===== config.mk =====
export PLATFORM = sky130hd
export DESIGN_NAME = tsft_bucket_hash
export DESIGN_NICKNAME = d
export VERILOG_FILES = /design/src/rtl/tsft_pkg.sv /design/src/rtl/tsft_bucket_hash.sv
export SDC_FILE = /design/constraint.sdc
export NUM_CORES = 1
export LEC_CHECK = 0
export BUFFER_PORTS_ARGS = -buffer_cell sky130_fd_sc_hd__buf_4
export CORE_MARGIN = 2
export CORE_UTILIZATION = 43
export DETAILED_ROUTE_END_ITERATION = 6
export HOLD_SLACK_MARGIN = 0.12
export PLACE_DENSITY = 0.88
export SYNTH_ARGS = -nofsm -noshare
export SYNTH_HDL_FRONTEND = slang
export SYNTH_SLANG_ARGS = --single-unit

===== constraint.sdc =====
create_clock -name i_clk -period 6.6 [get_ports i_clk]
set_input_delay 1.32 -clock i_clk [delete_from_list [all_inputs] [get_ports i_clk]]
set_output_delay 1.32 -clock i_clk [all_outputs]
set_load 0.02 [all_outputs]

===== src/rtl/tsft_pkg.sv =====
package tsft_pkg;

    localparam int BUCKETS = 1024;
    localparam int WAYS    = 4;
    localparam int DEPTH   = BUCKETS * WAYS;

    localparam int BKT_W  = (BUCKETS > 1) ? $clog2(BUCKETS) : 1;
    localparam int WAY_W  = (WAYS > 1) ? $clog2(WAYS) : 1;
    localparam int ADDR_W = (DEPTH > 1) ? $clog2(DEPTH) : 1;

    localparam bit BKT_POW2 = ((BUCKETS & (BUCKETS - 1)) == 0);

    localparam int SUM_W = 32;

    // reciprocal for the bucket remainder when BUCKETS is not a power of two:
    // floor(2^32 * (2^BKT_W - BUCKETS) / BUCKETS) + 1
    localparam logic [SUM_W-1:0] RECIP_M = SUM_W'((64'd1 << 32)
        * 64'((1 << BKT_W) - BUCKETS) / 64'(BUCKETS) + 64'd1);

    localparam int OUT_BKT_W = 10;

    // flag byte bit positions
    localparam int FLAG_SYN = 1;
    localparam int FLAG_RST = 2;
    localparam int FLAG_ACK = 4;

    typedef enum logic [2:0] {
        S_CLEAR,
        S_IDLE,
        S_HASH,
        S_BASE,
        S_RD,
        S_CMP,
        S_UPD,
        S_DONE
    } t_state;

    typedef enum logic [1:0] {
        H_IDLE,
        H_MUL,
        H_QUO,
        H_REM
    } t_hash_state;

    typedef enum logic [1:0] {
        OP_INSERT,
        OP_REMOVE,
        OP_IGNORE
    } t_op;

    typedef enum logic [2:0] {
        ST_STORED    = 3'd0,
        ST_TRACKED   = 3'd1,
        ST_REMOVED   = 3'd2,
        ST_UNTRACKED = 3'd3,
        ST_FULL      = 3'd4,
        ST_IGNORED   = 3'd5
    } t_status;

    typedef enum logic [1:0] {
        DIR_NONE = 2'd0,
        DIR_SAME = 2'd1,
        DIR_REV  = 2'd2
    } t_dir;

    typedef struct packed {
        logic        valid;
        logic [63:0] addrs;
        logic [31:0] ports;
        logic [31:0] stamp;
    } t_entry;

    typedef struct packed {
        logic             done;
        logic [BKT_W-1:0] bucket;
    } t_hash_rsp;

endpackage


===== src/rtl/tsft_bucket_hash.sv =====
module tsft_bucket_hash (
    input  logic                  i_clk,
    input  logic                  i_rst_n,
    input  logic                  i_start,
    input  logic [31:0]           i_src_addr,
    input  logic [31:0]           i_dst_addr,
    input  logic [15:0]           i_source_port,
    input  logic [15:0]           i_dst_port,
    output tsft_pkg::t_hash_rsp   o_rsp
);

    localparam int BW = tsft_pkg::BKT_W;
    localparam int SW = tsft_pkg::SUM_W;

    tsft_pkg::t_hash_state r_state, n_state;
    logic [SW-1:0]              r_sum, n_sum;
    logic [SW-1:0]              r_acc, n_acc;
    logic [BW-1:0]              r_rem, n_rem;
    logic                       r_done, n_done;

    logic [SW-1:0]              sum;
    logic [2*SW-1:0]            prod;
    logic [SW-1:0]              quo;
    logic [SW-1:0]              rem;

    assign sum = i_src_addr + i_dst_addr
               + SW'(i_source_port) + SW'(i_dst_port);

    // remainder by a constant: high word of sum * reciprocal, fix-up add and shift
    // give the quotient, then subtract quotient * BUCKETS
    assign prod = (2*SW)'(r_sum) * (2*SW)'(tsft_pkg::RECIP_M);
    assign quo  = (r_acc + ((r_sum - r_acc) >> 1)) >> (BW - 1);
    assign rem  = r_sum - r_acc * SW'(tsft_pkg::BUCKETS);

    always_ff @(posedge i_clk) begin
        if (!i_rst_n) begin
            r_state <= tsft_pkg::H_IDLE;
            r_done  <= 1'b0;
        end else begin
            r_state <= n_state;
            r_done  <= n_done;
        end
        r_sum <= n_sum;
        r_acc <= n_acc;
        r_rem <= n_rem;
    end

    always_comb begin
        n_state = r_state;
        n_sum   = r_sum;
        n_acc   = r_acc;
        n_rem   = r_rem;
        n_done  = 1'b0;
        unique case (r_state)
            tsft_pkg::H_IDLE: begin
                if (i_start) begin
                    if (tsft_pkg::BKT_POW2) begin
                        n_rem  = BW'(sum & SW'(tsft_pkg::BUCKETS - 1));
                        n_done = 1'b1;
                    end else begin
                        n_sum   = sum;
                        n_state = tsft_pkg::H_MUL;
                    end
                end
            end
            tsft_pkg::H_MUL: begin
                n_acc   = prod[2*SW-1:SW];
                n_state = tsft_pkg::H_QUO;
            end
            tsft_pkg::H_QUO: begin
                n_acc   = quo;
                n_state = tsft_pkg::H_REM;
            end
            tsft_pkg::H_REM: begin
                n_rem   = BW'(rem);
                n_done  = 1'b1;
                n_state = tsft_pkg::H_IDLE;
            end
            default: begin
                n_state = tsft_pkg::H_IDLE;
            end
        endcase
    end

    assign o_rsp.done   = r_done;
    assign o_rsp.bucket = r_rem;

endmodule


==> reports/qor.csv, run 1 <==
metric;value;unit
crit_path_end;r_rem[9];
regToRegEndpoint;r_rem[0];
postCtsSetupRepairBufs;0;
synthFlopType;edfxtp_1;
postCtsResizedCells;0;
post_synth_xor_area_fraction;7.03;%
postRouteAntennaNets;0;
synth_simple_gate_area_share;6.30;%
post_layout_nonfiller_instances;234;
hold_path_class;reg2reg;
flow.area_growth_from_synthesis;34.5;%
synth-adder-area-share;38.2;%
cts.htree.levels;1;
synth_top_area_share;26.3;%
placed_cell_area;1820;µm²
worstMarginPinSlew;0.303;ns
setup.worst_path.start_class;primary input;
power_density;256;nW/µm²
die_w;60.4;µm
synth_top_family_by_area;adder cells;
wl;2.09;mm
routedWlPerCell;8.91;µm
synth_nets;264;
first_pass_grt_wire_length;3.76;mm
chipHeight;60.4;µm
critical_path.slowest_cell;fa_1;
placementRows;20;
synth_seq_area_share;26.3;%
yosys-top-cells-count;inv_1, fa_1, ha_1;
setup_viol;0;
netlist-cell-type-count;26;
vias;1008;
dr.pass1.iters;2;
worst_setup_path_end_kind;flip-flop;
cts-root-to-sink-buffers;2;
rr_startpoint;r_state[0];
synth.yosys.warnings;0;
finalCriticalPeriod;3.86;ns
yosysMostFrequentCell;inv_1;
async_flop_share;0;%
slew_viol_final;0;
fin_skew;0.00124;ns
antenna_found_initial;0;
syn-mean-instance-area;10.2;µm²
insertion_delay_to_the_later_sink_of_the_worst_skew_pair;0.27;ns
root_buffer_selected_by_cts;clkbuf_4;
fin_nets;321;
critPathRequiredTime;6.63;ns
gp_congestion;0.715;
grt_start_max_net_pins;11;
ff2ff_path_depth;3;
global_route.overflow_total;0;
timing.critical_path.arrival;3.89;ns
cts_sinks;13;
groute.usage.overall;13.6;%
synth_mux_area_share;1.55;%
initial_core_util;44.9;%
cp_cell_sequence;buf_4 > inv_1 > fa_1 > inv_1 > fa_1 > ha_1 > fa_1 > a21o_1 > a221oi_2 > o21ai_1 > xnor2_1;
achievable-frequency;0.259;GHz
cts_hold_buf;0;
power.static_leakage;0.993;nW
totalNegativeSetupSlack;0;ns
detailed_place_hpwl;1.89;mm
timing.critical_path.from;i_src_addr[1];
synth_edf_count;10;
synth_compound_gate_area_share;6.94;%
die-area;3650;µm²
numPlacedInstances;230;
cp_max_fo;2;
cts-buffers-inserted;3;
delay_of_the_slowest_cell_on_the_worst_path;0.53;ns
hold_viol_final;0;
outcome;finished, final reports clean;
maxSlewHeadroom;79.5;%
n_fill_cell;278;
n_antenna_cell;0;
critical-path-top-cell-by-count;fa_1;
netlist_top_cells_area;fa_1, edfxtp_1, inv_1;
first_iter_violations;16;
rsz0062_at_grt;false;
core-area;3050;µm²
worst_hold_slack;0.578;ns
path_clk_slew;0.08;ns
post_synthesis_instance_area;1370;µm²
detail_route.drc_violations;0;
synthesis.instances;134;
ioPinCount;110;
maxCapViolCount;0;
clock_tree_from_tritoncts;done;
timing.reg2reg.setup_slack;5.17;ns
port-buffer-count;53;
finished_layout_cell_area;1840;µm²
grt_pass1_vias;1022;
irDropWorstVdd;94.7;µV
timing.final.crit_share;58.5;%
yosys_register_bits;13;
synth_area_leader_cell;fa_1;
worst-setup-path-type;in2reg;
avgViaCountPerCell;4.31;
fraction_of_final_layout_cells_sized_beyond_drive_strength_1;31.1;%
[cells by family (layout without fill, tap and decap cells)]
family | after synthesis | in the layout
DFF | 13 | 13
adders and majority gates | 31 | 31
buffers and inverters | 49 | 105
muxes | 2 | 2
and+or+nand+nor | 14 | 14
xor gates and xnor gates | 11 | 11
AOI/OAI and AO/OA | 14 | 14
[state kept, by name (all words and copies together) (netlist names)]
register and count:
r_done 1, r_state 2, r_rem 10
[through the flow]
stage / total power, mW / util, % / worst slack [ns]
after CTS: 0.478 / 60.4 / 2.75
after detailed placement: 0.428 / 59.5 / 2.45
after global routing: 0.514 / 60.4 / 2.63
after global placement: 0.417 / 59.5 / 2.47
after floorplan: 0.342 / - / 2.66
final: 0.471 / 60.4 / 2.74
[how the worst min path moves through the flow]
stage / from / endpoint / slack [ns] / depth (start not counted)
2_1_floorplan: r_state[0] / r_state[0] / 0.54 / 2
3_3_place_gp: r_state[0] / r_state[0] / 0.55 / 2
3_5_place_dp: r_state[0] / r_state[0] / 0.57 / 2
4_1_cts: r_state[0] / r_state[0] / 0.58 / 2
5_1_grt: r_state[0] / r_state[0] / 0.60 / 2
6_report: r_state[0] / r_state[0] / 0.58 / 2
[cell type report]
cell class / instances / area, µm² / share of cell area (%)
clock buffers: 3 / 22.5 / 1.22
clock inverters: 1 / 5.00 / 0.272
inverters: 48 / 180 / 9.78
multi-input cells: 72 / 822 / 44.6
flip-flops and latches: 13 / 360 / 19.6
well taps: 44 / 55.1 / 2.99
repair buffers: 53 / 398 / 21.6
[report_power, final]
part	internal, mW	total (mW)	switching, mW
sequential	0.134	0.144	0.00991
combinational	0.136	0.280	0.145
clock	0.0224	0.0474	0.0249
[critical path, delay by kind of cell]
kind	cells	cell delay, ns
XOR/XNOR	1	0.13
adder cells (fa/ha/maj)	4	1.62
buffers and inverters	3	0.17
AO/OA/AOI/OAI	3	0.65
[cells in the final DEF (no fill, tap or decap), types with 2 or more instances in the layout]
cell      count
nor2b_1       4
inv_1        48
fa_1         18
a21o_1        3
a21oi_1       5
xnor2_1      10
nor3b_1       2
nand2_1       2
dfxtp_1       3
ha_1         13
buf_4        53
edfxtp_1     10
o21ai_0       2
clkbuf_4      3
[metal layers]
metal / GRT usage, % / part of all wire [%]
met1: 15.2 / 38
met2: 24.4 / 51
met3: 4.48 / 10
met4: 4.66 / 0
met5: 0 / 0
(Power assumes the default switching activity.)
==> inputs of run 2 (changes only) <==
Settings changed: CORE_UTILIZATION 43 to 36, PLACE_DENSITY 0.88 to 0.79.
Clock period 6.6 ns to 3.5 ns, I/O delays scaled along.
==> run 2 against run 1 <==
Net effect:
- global-route usage down 2.0 points
- sequential power up 87%
- critical path depth unchanged
- final cell count up 2.6%
- core utilization down 9.0 points
- critical path type unchanged
==> reports/qor.csv, run 2 (same netlist as run 1, synthesis figures left out) <==
metric;value;unit
outcome;finished, final reports clean;
detail_route.drc_violations;0;
initial_core_util;37.4;%
final_common_cell;buf_4;
placementRows;22;
irDropWorstVdd;175;µV
first_iter_violations;29;
placed_cell_area;1840;µm²
global_route.overflow_total;0;
finished_layout_cell_area;1880;µm²
flip_flop_count_of_the_largest_register_after_layout;10;
n_fill_cell;347;
postCtsSetupRepairBufs;0;
hold_path_class;reg2reg;
dr.pass1.iters;4;
worst_setup_path_end_kind;flip-flop;
port-buffer-count;53;
maxCapViolCount;0;
first_pass_grt_wire_length;3.96;mm
cts-buffers-inserted;3;
insertion_delay_to_the_later_sink_of_the_worst_skew_pair;0.24;ns
gp_congestion;0.671;
cts.htree.levels;1;
flow.area_growth_from_synthesis;37.3;%
critPathRequiredTime;3.49;ns
setup.worst_path.start_class;primary input;
groute.usage.overall;11.6;%
die_w;65.7;µm
fin_nets;323;
postCtsResizedCells;0;
multi_input_area;822;µm²
mostFrequentLayoutCells;buf_4, inv_1, fa_1;
top_register;r_rem;
worst-setup-path-type;in2reg;
post_layout_nonfiller_instances;240;
maxSlewHeadroom;76.8;%
achievable-frequency;0.309;GHz
layout.area.seq;360;µm²
avgViaCountPerCell;4.28;
path_clk_slew;0.06;ns
largest_registers;r_rem (10), r_state (2), r_done (1);
cts-root-to-sink-buffers;2;
setup_viol;0;
finalCriticalPeriod;3.24;ns
die-area;4320;µm²
slew_viol_final;0;
timing.final.crit_share;92.6;%
root_buffer_selected_by_cts;clkbuf_8;
cts_hold_buf;0;
fin_skew;0.00215;ns
rsz0062_at_grt;false;
power.static_leakage;1.01;nW
numPlacedInstances;236;
routedWlPerCell;8.76;µm
worstMarginPinSlew;0.344;ns
antenna_found_initial;0;
wl;2.10;mm
fraction_of_final_layout_cells_sized_beyond_drive_strength_1;31.3;%
clock_tree_from_tritoncts;done;
postRouteAntennaNets;0;
grt_start_max_net_pins;11;
cts_sinks;13;
hold_viol_final;0;
vias;1026;
n_antenna_cell;0;
ioPinCount;110;
chipHeight;65.7;µm
cp_max_fo;2;
power_density;499;nW/µm²
detailed_place_hpwl;1.93;mm
core-area;3660;µm²
timing.critical_path.arrival;3.23;ns
grt_pass1_vias;996;
## run 2: changes by cell type in the layout (fill, tap and decap cells not counted), sizes merged
| cell | previous run | this run |
|---|---|---|
| buf | 53 | 55 |
| clkbuf | 3 | 4 |
| clkinv | 1 | 0 |
## run 2: stage by stage
step                      hold WS (ns)  util [%]  total power [mW]  TNS [ns]  setup WS (ns)
after global placement           0.563      50.1             0.804         0         0.0295
after global routing             0.639      51.4              1.03         0          0.114
final                            0.574      51.4             0.938         0          0.260
after floorplan                  0.536         -             0.644         0          0.181
after detailed placement         0.572      50.1             0.819   -0.0136        -0.0136
after CTS                        0.583      51.4             0.954         0          0.243
## run 2: power breakdown
part           switching (mW)  leakage (nW)  internal, mW
Combinational           0.272         0.863         0.265
Sequential             0.0169         0.122         0.252
Clock                  0.0521        0.0228        0.0803
Total                   0.341          1.01         0.598
## run 2: final timing paths
check | from | end | slack, ns | cells after the start
hold reg to reg | r_state[0] | r_state[0] | 0.57 | 2
hold / removal | r_state[0] | r_state[0] | 0.57 | 2
setup / recovery | i_src_addr[1] | r_rem[9] | 0.26 | 11
setup reg to reg | r_state[0] | r_rem[5] | 2.07 | 3
## run 2: critical path, stage by stage
cell and delay (ns):
buf_4 0.08, inv_1 0.04, fa_1 0.52, inv_1 0.06, fa_1 0.46, ha_1 0.24
fa_1 0.38, a21o_1 0.22, a221oi_2 0.27, o21ai_1 0.13, xnor2_1 0.13
## run 2: cell type report
cell class / instances / share of cell area, %
multi-input combinational: 72 / 43.7
timing repair buffer: 55 / 22.0
sequential: 13 / 19.2
inverter: 48 / 9.58
tap: 48 / 3.19
clock buffer: 4 / 2.40
## run 2: per-layer routing
layer | part of all wire (%) | routed length, µm | up-vias | global-route usage [%]
li1 | - | - | 520 | -
met1 | 41 | 859 | 468 | 13.4
met2 | 51 | 1060 | 38 | 21.7
met3 | 8.5 | 179 | 0 | 2.57
met4 | 0 | 0 | 0 | 2.34
met5 | 0 | 0 | - | 0
==> inputs of run 3 (changes only) <==
Settings changed: CORE_UTILIZATION 36 to 37, CTS_BUF_LIST set to sky130_fd_sc_hd__clkbuf_8, CTS_CLUSTER_SIZE set to 25, PLACE_DENSITY 0.79 to 0.81.
==> run 3 against run 2 <==
Net effect:
- final area is the same
- global-route usage grew 0.61 points
- die area decreased by 2.5%
- hold slack worse by 0.0067 ns
- register-to-register slack about the same
- worst setup slack better by 0.0048 ns
- clock-buffer cell count fell by 1
- combinational power hardly changed
- maximum frequency grew 0.15%
- final cell count unchanged
- critical path type unchanged
- largest cell class unchanged
==> reports/qor.csv, run 3 (same netlist as run 1, synthesis figures left out) <==
metric;value;unit
wl;2.19;mm
chipHeight;64.9;µm
fin_nets;323;
totalNegativeSetupSlack;0;ns
seq_power_share;29.2;%
grt_start_max_net_pins;11;
cp_max_fo;2;
holdPathEnd;r_state[0];
placed_cell_area;1840;µm²
core-area;3610;µm²
flip_flop_count_of_the_largest_register_after_layout;10;
cts_hold_buf;0;
worst_slack;0.265;ns
avgViaCountPerCell;4.33;
timing.reg2reg.setup_slack;2.07;ns
ff2ff_path_depth;3;
detail_route.drc_violations;0;
routedWlPerCell;9.14;µm
initial_core_util;38.0;%
grt_pass1_vias;1072;
top_register;r_rem;
critical-path-top-cell-by-count;fa_1;
cts-buffers-inserted;3;
irDropWorstVdd;151;µV
internal_power;0.595;mW
power.static_leakage;1.01;nW
root_buffer_selected_by_cts;clkbuf_8;
setup_viol;0;
power.share.switching;36.6;%
cts-root-to-sink-buffers;2;
flow.area_growth_from_synthesis;37.3;%
numPlacedInstances;236;
antenna_found_initial;0;
hold_path_class;reg2reg;
timing.final.crit_share;92.4;%
global_route.overflow_total;0;
outcome;finished, final reports clean;
regToRegEndpoint;r_rem[3];
critical_path_buf_inv_count;3;
achievable-frequency;0.309;GHz
die-area;4210;µm²
groute.usage.overall;12.2;%
dp_slack;-0.0182;ns
power_density;498;nW/µm²
mostFrequentLayoutCells;buf_4, inv_1, fa_1;
hold_viol_final;0;
placementRows;22;
rr_startpoint;r_state[0];
path_clk_slew;0.05;ns
largest_registers;r_rem (10), r_state (2), r_done (1);
share_comb_of_total_power;57.1;%
worst_hold_slack;0.567;ns
p_switching;0.343;mW
setup.worst_path.start_class;primary input;
report.power.total;0.937;mW
gp_congestion;0.707;
cts_sinks;13;
fin_skew;0.00271;ns
worst_setup_path_end_kind;flip-flop;
ioPinCount;110;
finished_layout_cell_area;1880;µm²
finalCriticalPeriod;3.24;ns
timing.critical_path.max_delay_family;adder cells;
delay_of_the_slowest_cell_on_the_worst_path;0.52;ns
final_common_cell;buf_4;
critical_path.slowest_cell;fa_1;
postCtsSetupRepairBufs;0;
rsz0062_at_grt;false;
vias;1040;
clock_power_share;13.7;%
postCtsResizedCells;0;
maxCapViolCount;0;
first_pass_grt_wire_length;4.11;mm
post_layout_nonfiller_instances;240;
first_iter_violations;9;
slew_viol_final;0;
dr.pass1.iters;3;
cp_cell_sequence;buf_4 > inv_1 > fa_1 > inv_1 > fa_1 > ha_1 > fa_1 > a21o_1 > a221oi_2 > o21ai_1 > xnor2_1;
insertion_delay_to_the_later_sink_of_the_worst_skew_pair;0.24;ns
fraction_of_final_layout_cells_sized_beyond_drive_strength_1;31.3;%
n_antenna_cell;0;
cts.htree.levels;1;
postRouteAntennaNets;0;
min_delay_path_depth;2;
port-buffer-count;53;
final_util;52.2;%
clock_tree_from_tritoncts;done;
worst-setup-path-type;in2reg;
detailed_place_hpwl;2.03;mm
worstMarginPinSlew;0.303;ns
timing.critical_path.arrival;3.22;ns
critPathRequiredTime;3.49;ns
worst_hold_startpoint;r_state[0];
maxSlewHeadroom;79.6;%
die_w;64.9;µm
-- run 3: changes by cell type in the layout (fill, tap and decap cells not counted), sizes merged --
cell / delta
clkbuf: -1
inv: +1
-- run 3: worst max-delay path by stage --
stage                       start        to  slack, ns  cells past startpoint
finish              i_src_addr[1]  r_rem[9]       0.26                     11
global route        i_src_addr[1]  r_rem[9]       0.16                     11
CTS                 i_src_addr[1]  r_rem[9]       0.24                     11
detailed placement  i_src_addr[1]  r_rem[9]      -0.02                     11
global placement    i_src_addr[1]  r_rem[9]       0.03                     11
floorplan           i_src_addr[1]  r_rem[9]       0.18                     10
-- run 3: worst min-delay path: stages, from the launching register on --
cell	delay, ns
dfxtp_1	0.33
mux2i_1	0.13
nor2b_1	0.06
-- run 3: area by class of cell --
| type | instances | area, µm² |
|---|---|---|
| Inverter | 48 | 180 |
| Clock inverter | 1 | 3.75 |
| Multi-Input combinational cell | 72 | 822 |
| Fill cell | 360 | 1730 |
| Clock buffer | 3 | 41.3 |
| Tap cell | 48 | 60.1 |
| Timing Repair Buffer | 55 | 413 |
| Sequential cell | 13 | 360 |
-- run 3: power groups by stage --
| stage | combinational (mW) | clock, mW | sequential, mW |
|---|---|---|---|
| after floorplan | 0.304 | 0 | 0.340 |
| after global placement | 0.529 | 0 | 0.274 |
| after detailed placement | 0.544 | 0 | 0.278 |
| after CTS | 0.546 | 0.132 | 0.275 |
| after global routing | 0.603 | 0.137 | 0.278 |
| final | 0.536 | 0.128 | 0.274 |
-- run 3: per-layer routing --
layer / wire (µm) / share of wire [%] / vias to the layer above / track usage [%]
li1: - / - / 517 / -
met1: 804 / 37 / 482 / 12.3
met2: 1200 / 55 / 39 / 24.5
met3: 183 / 8.3 / 2 / 3.13
met4: 7 / 0.32 / 0 / 3.19
met5: 0 / 0 / - / 0
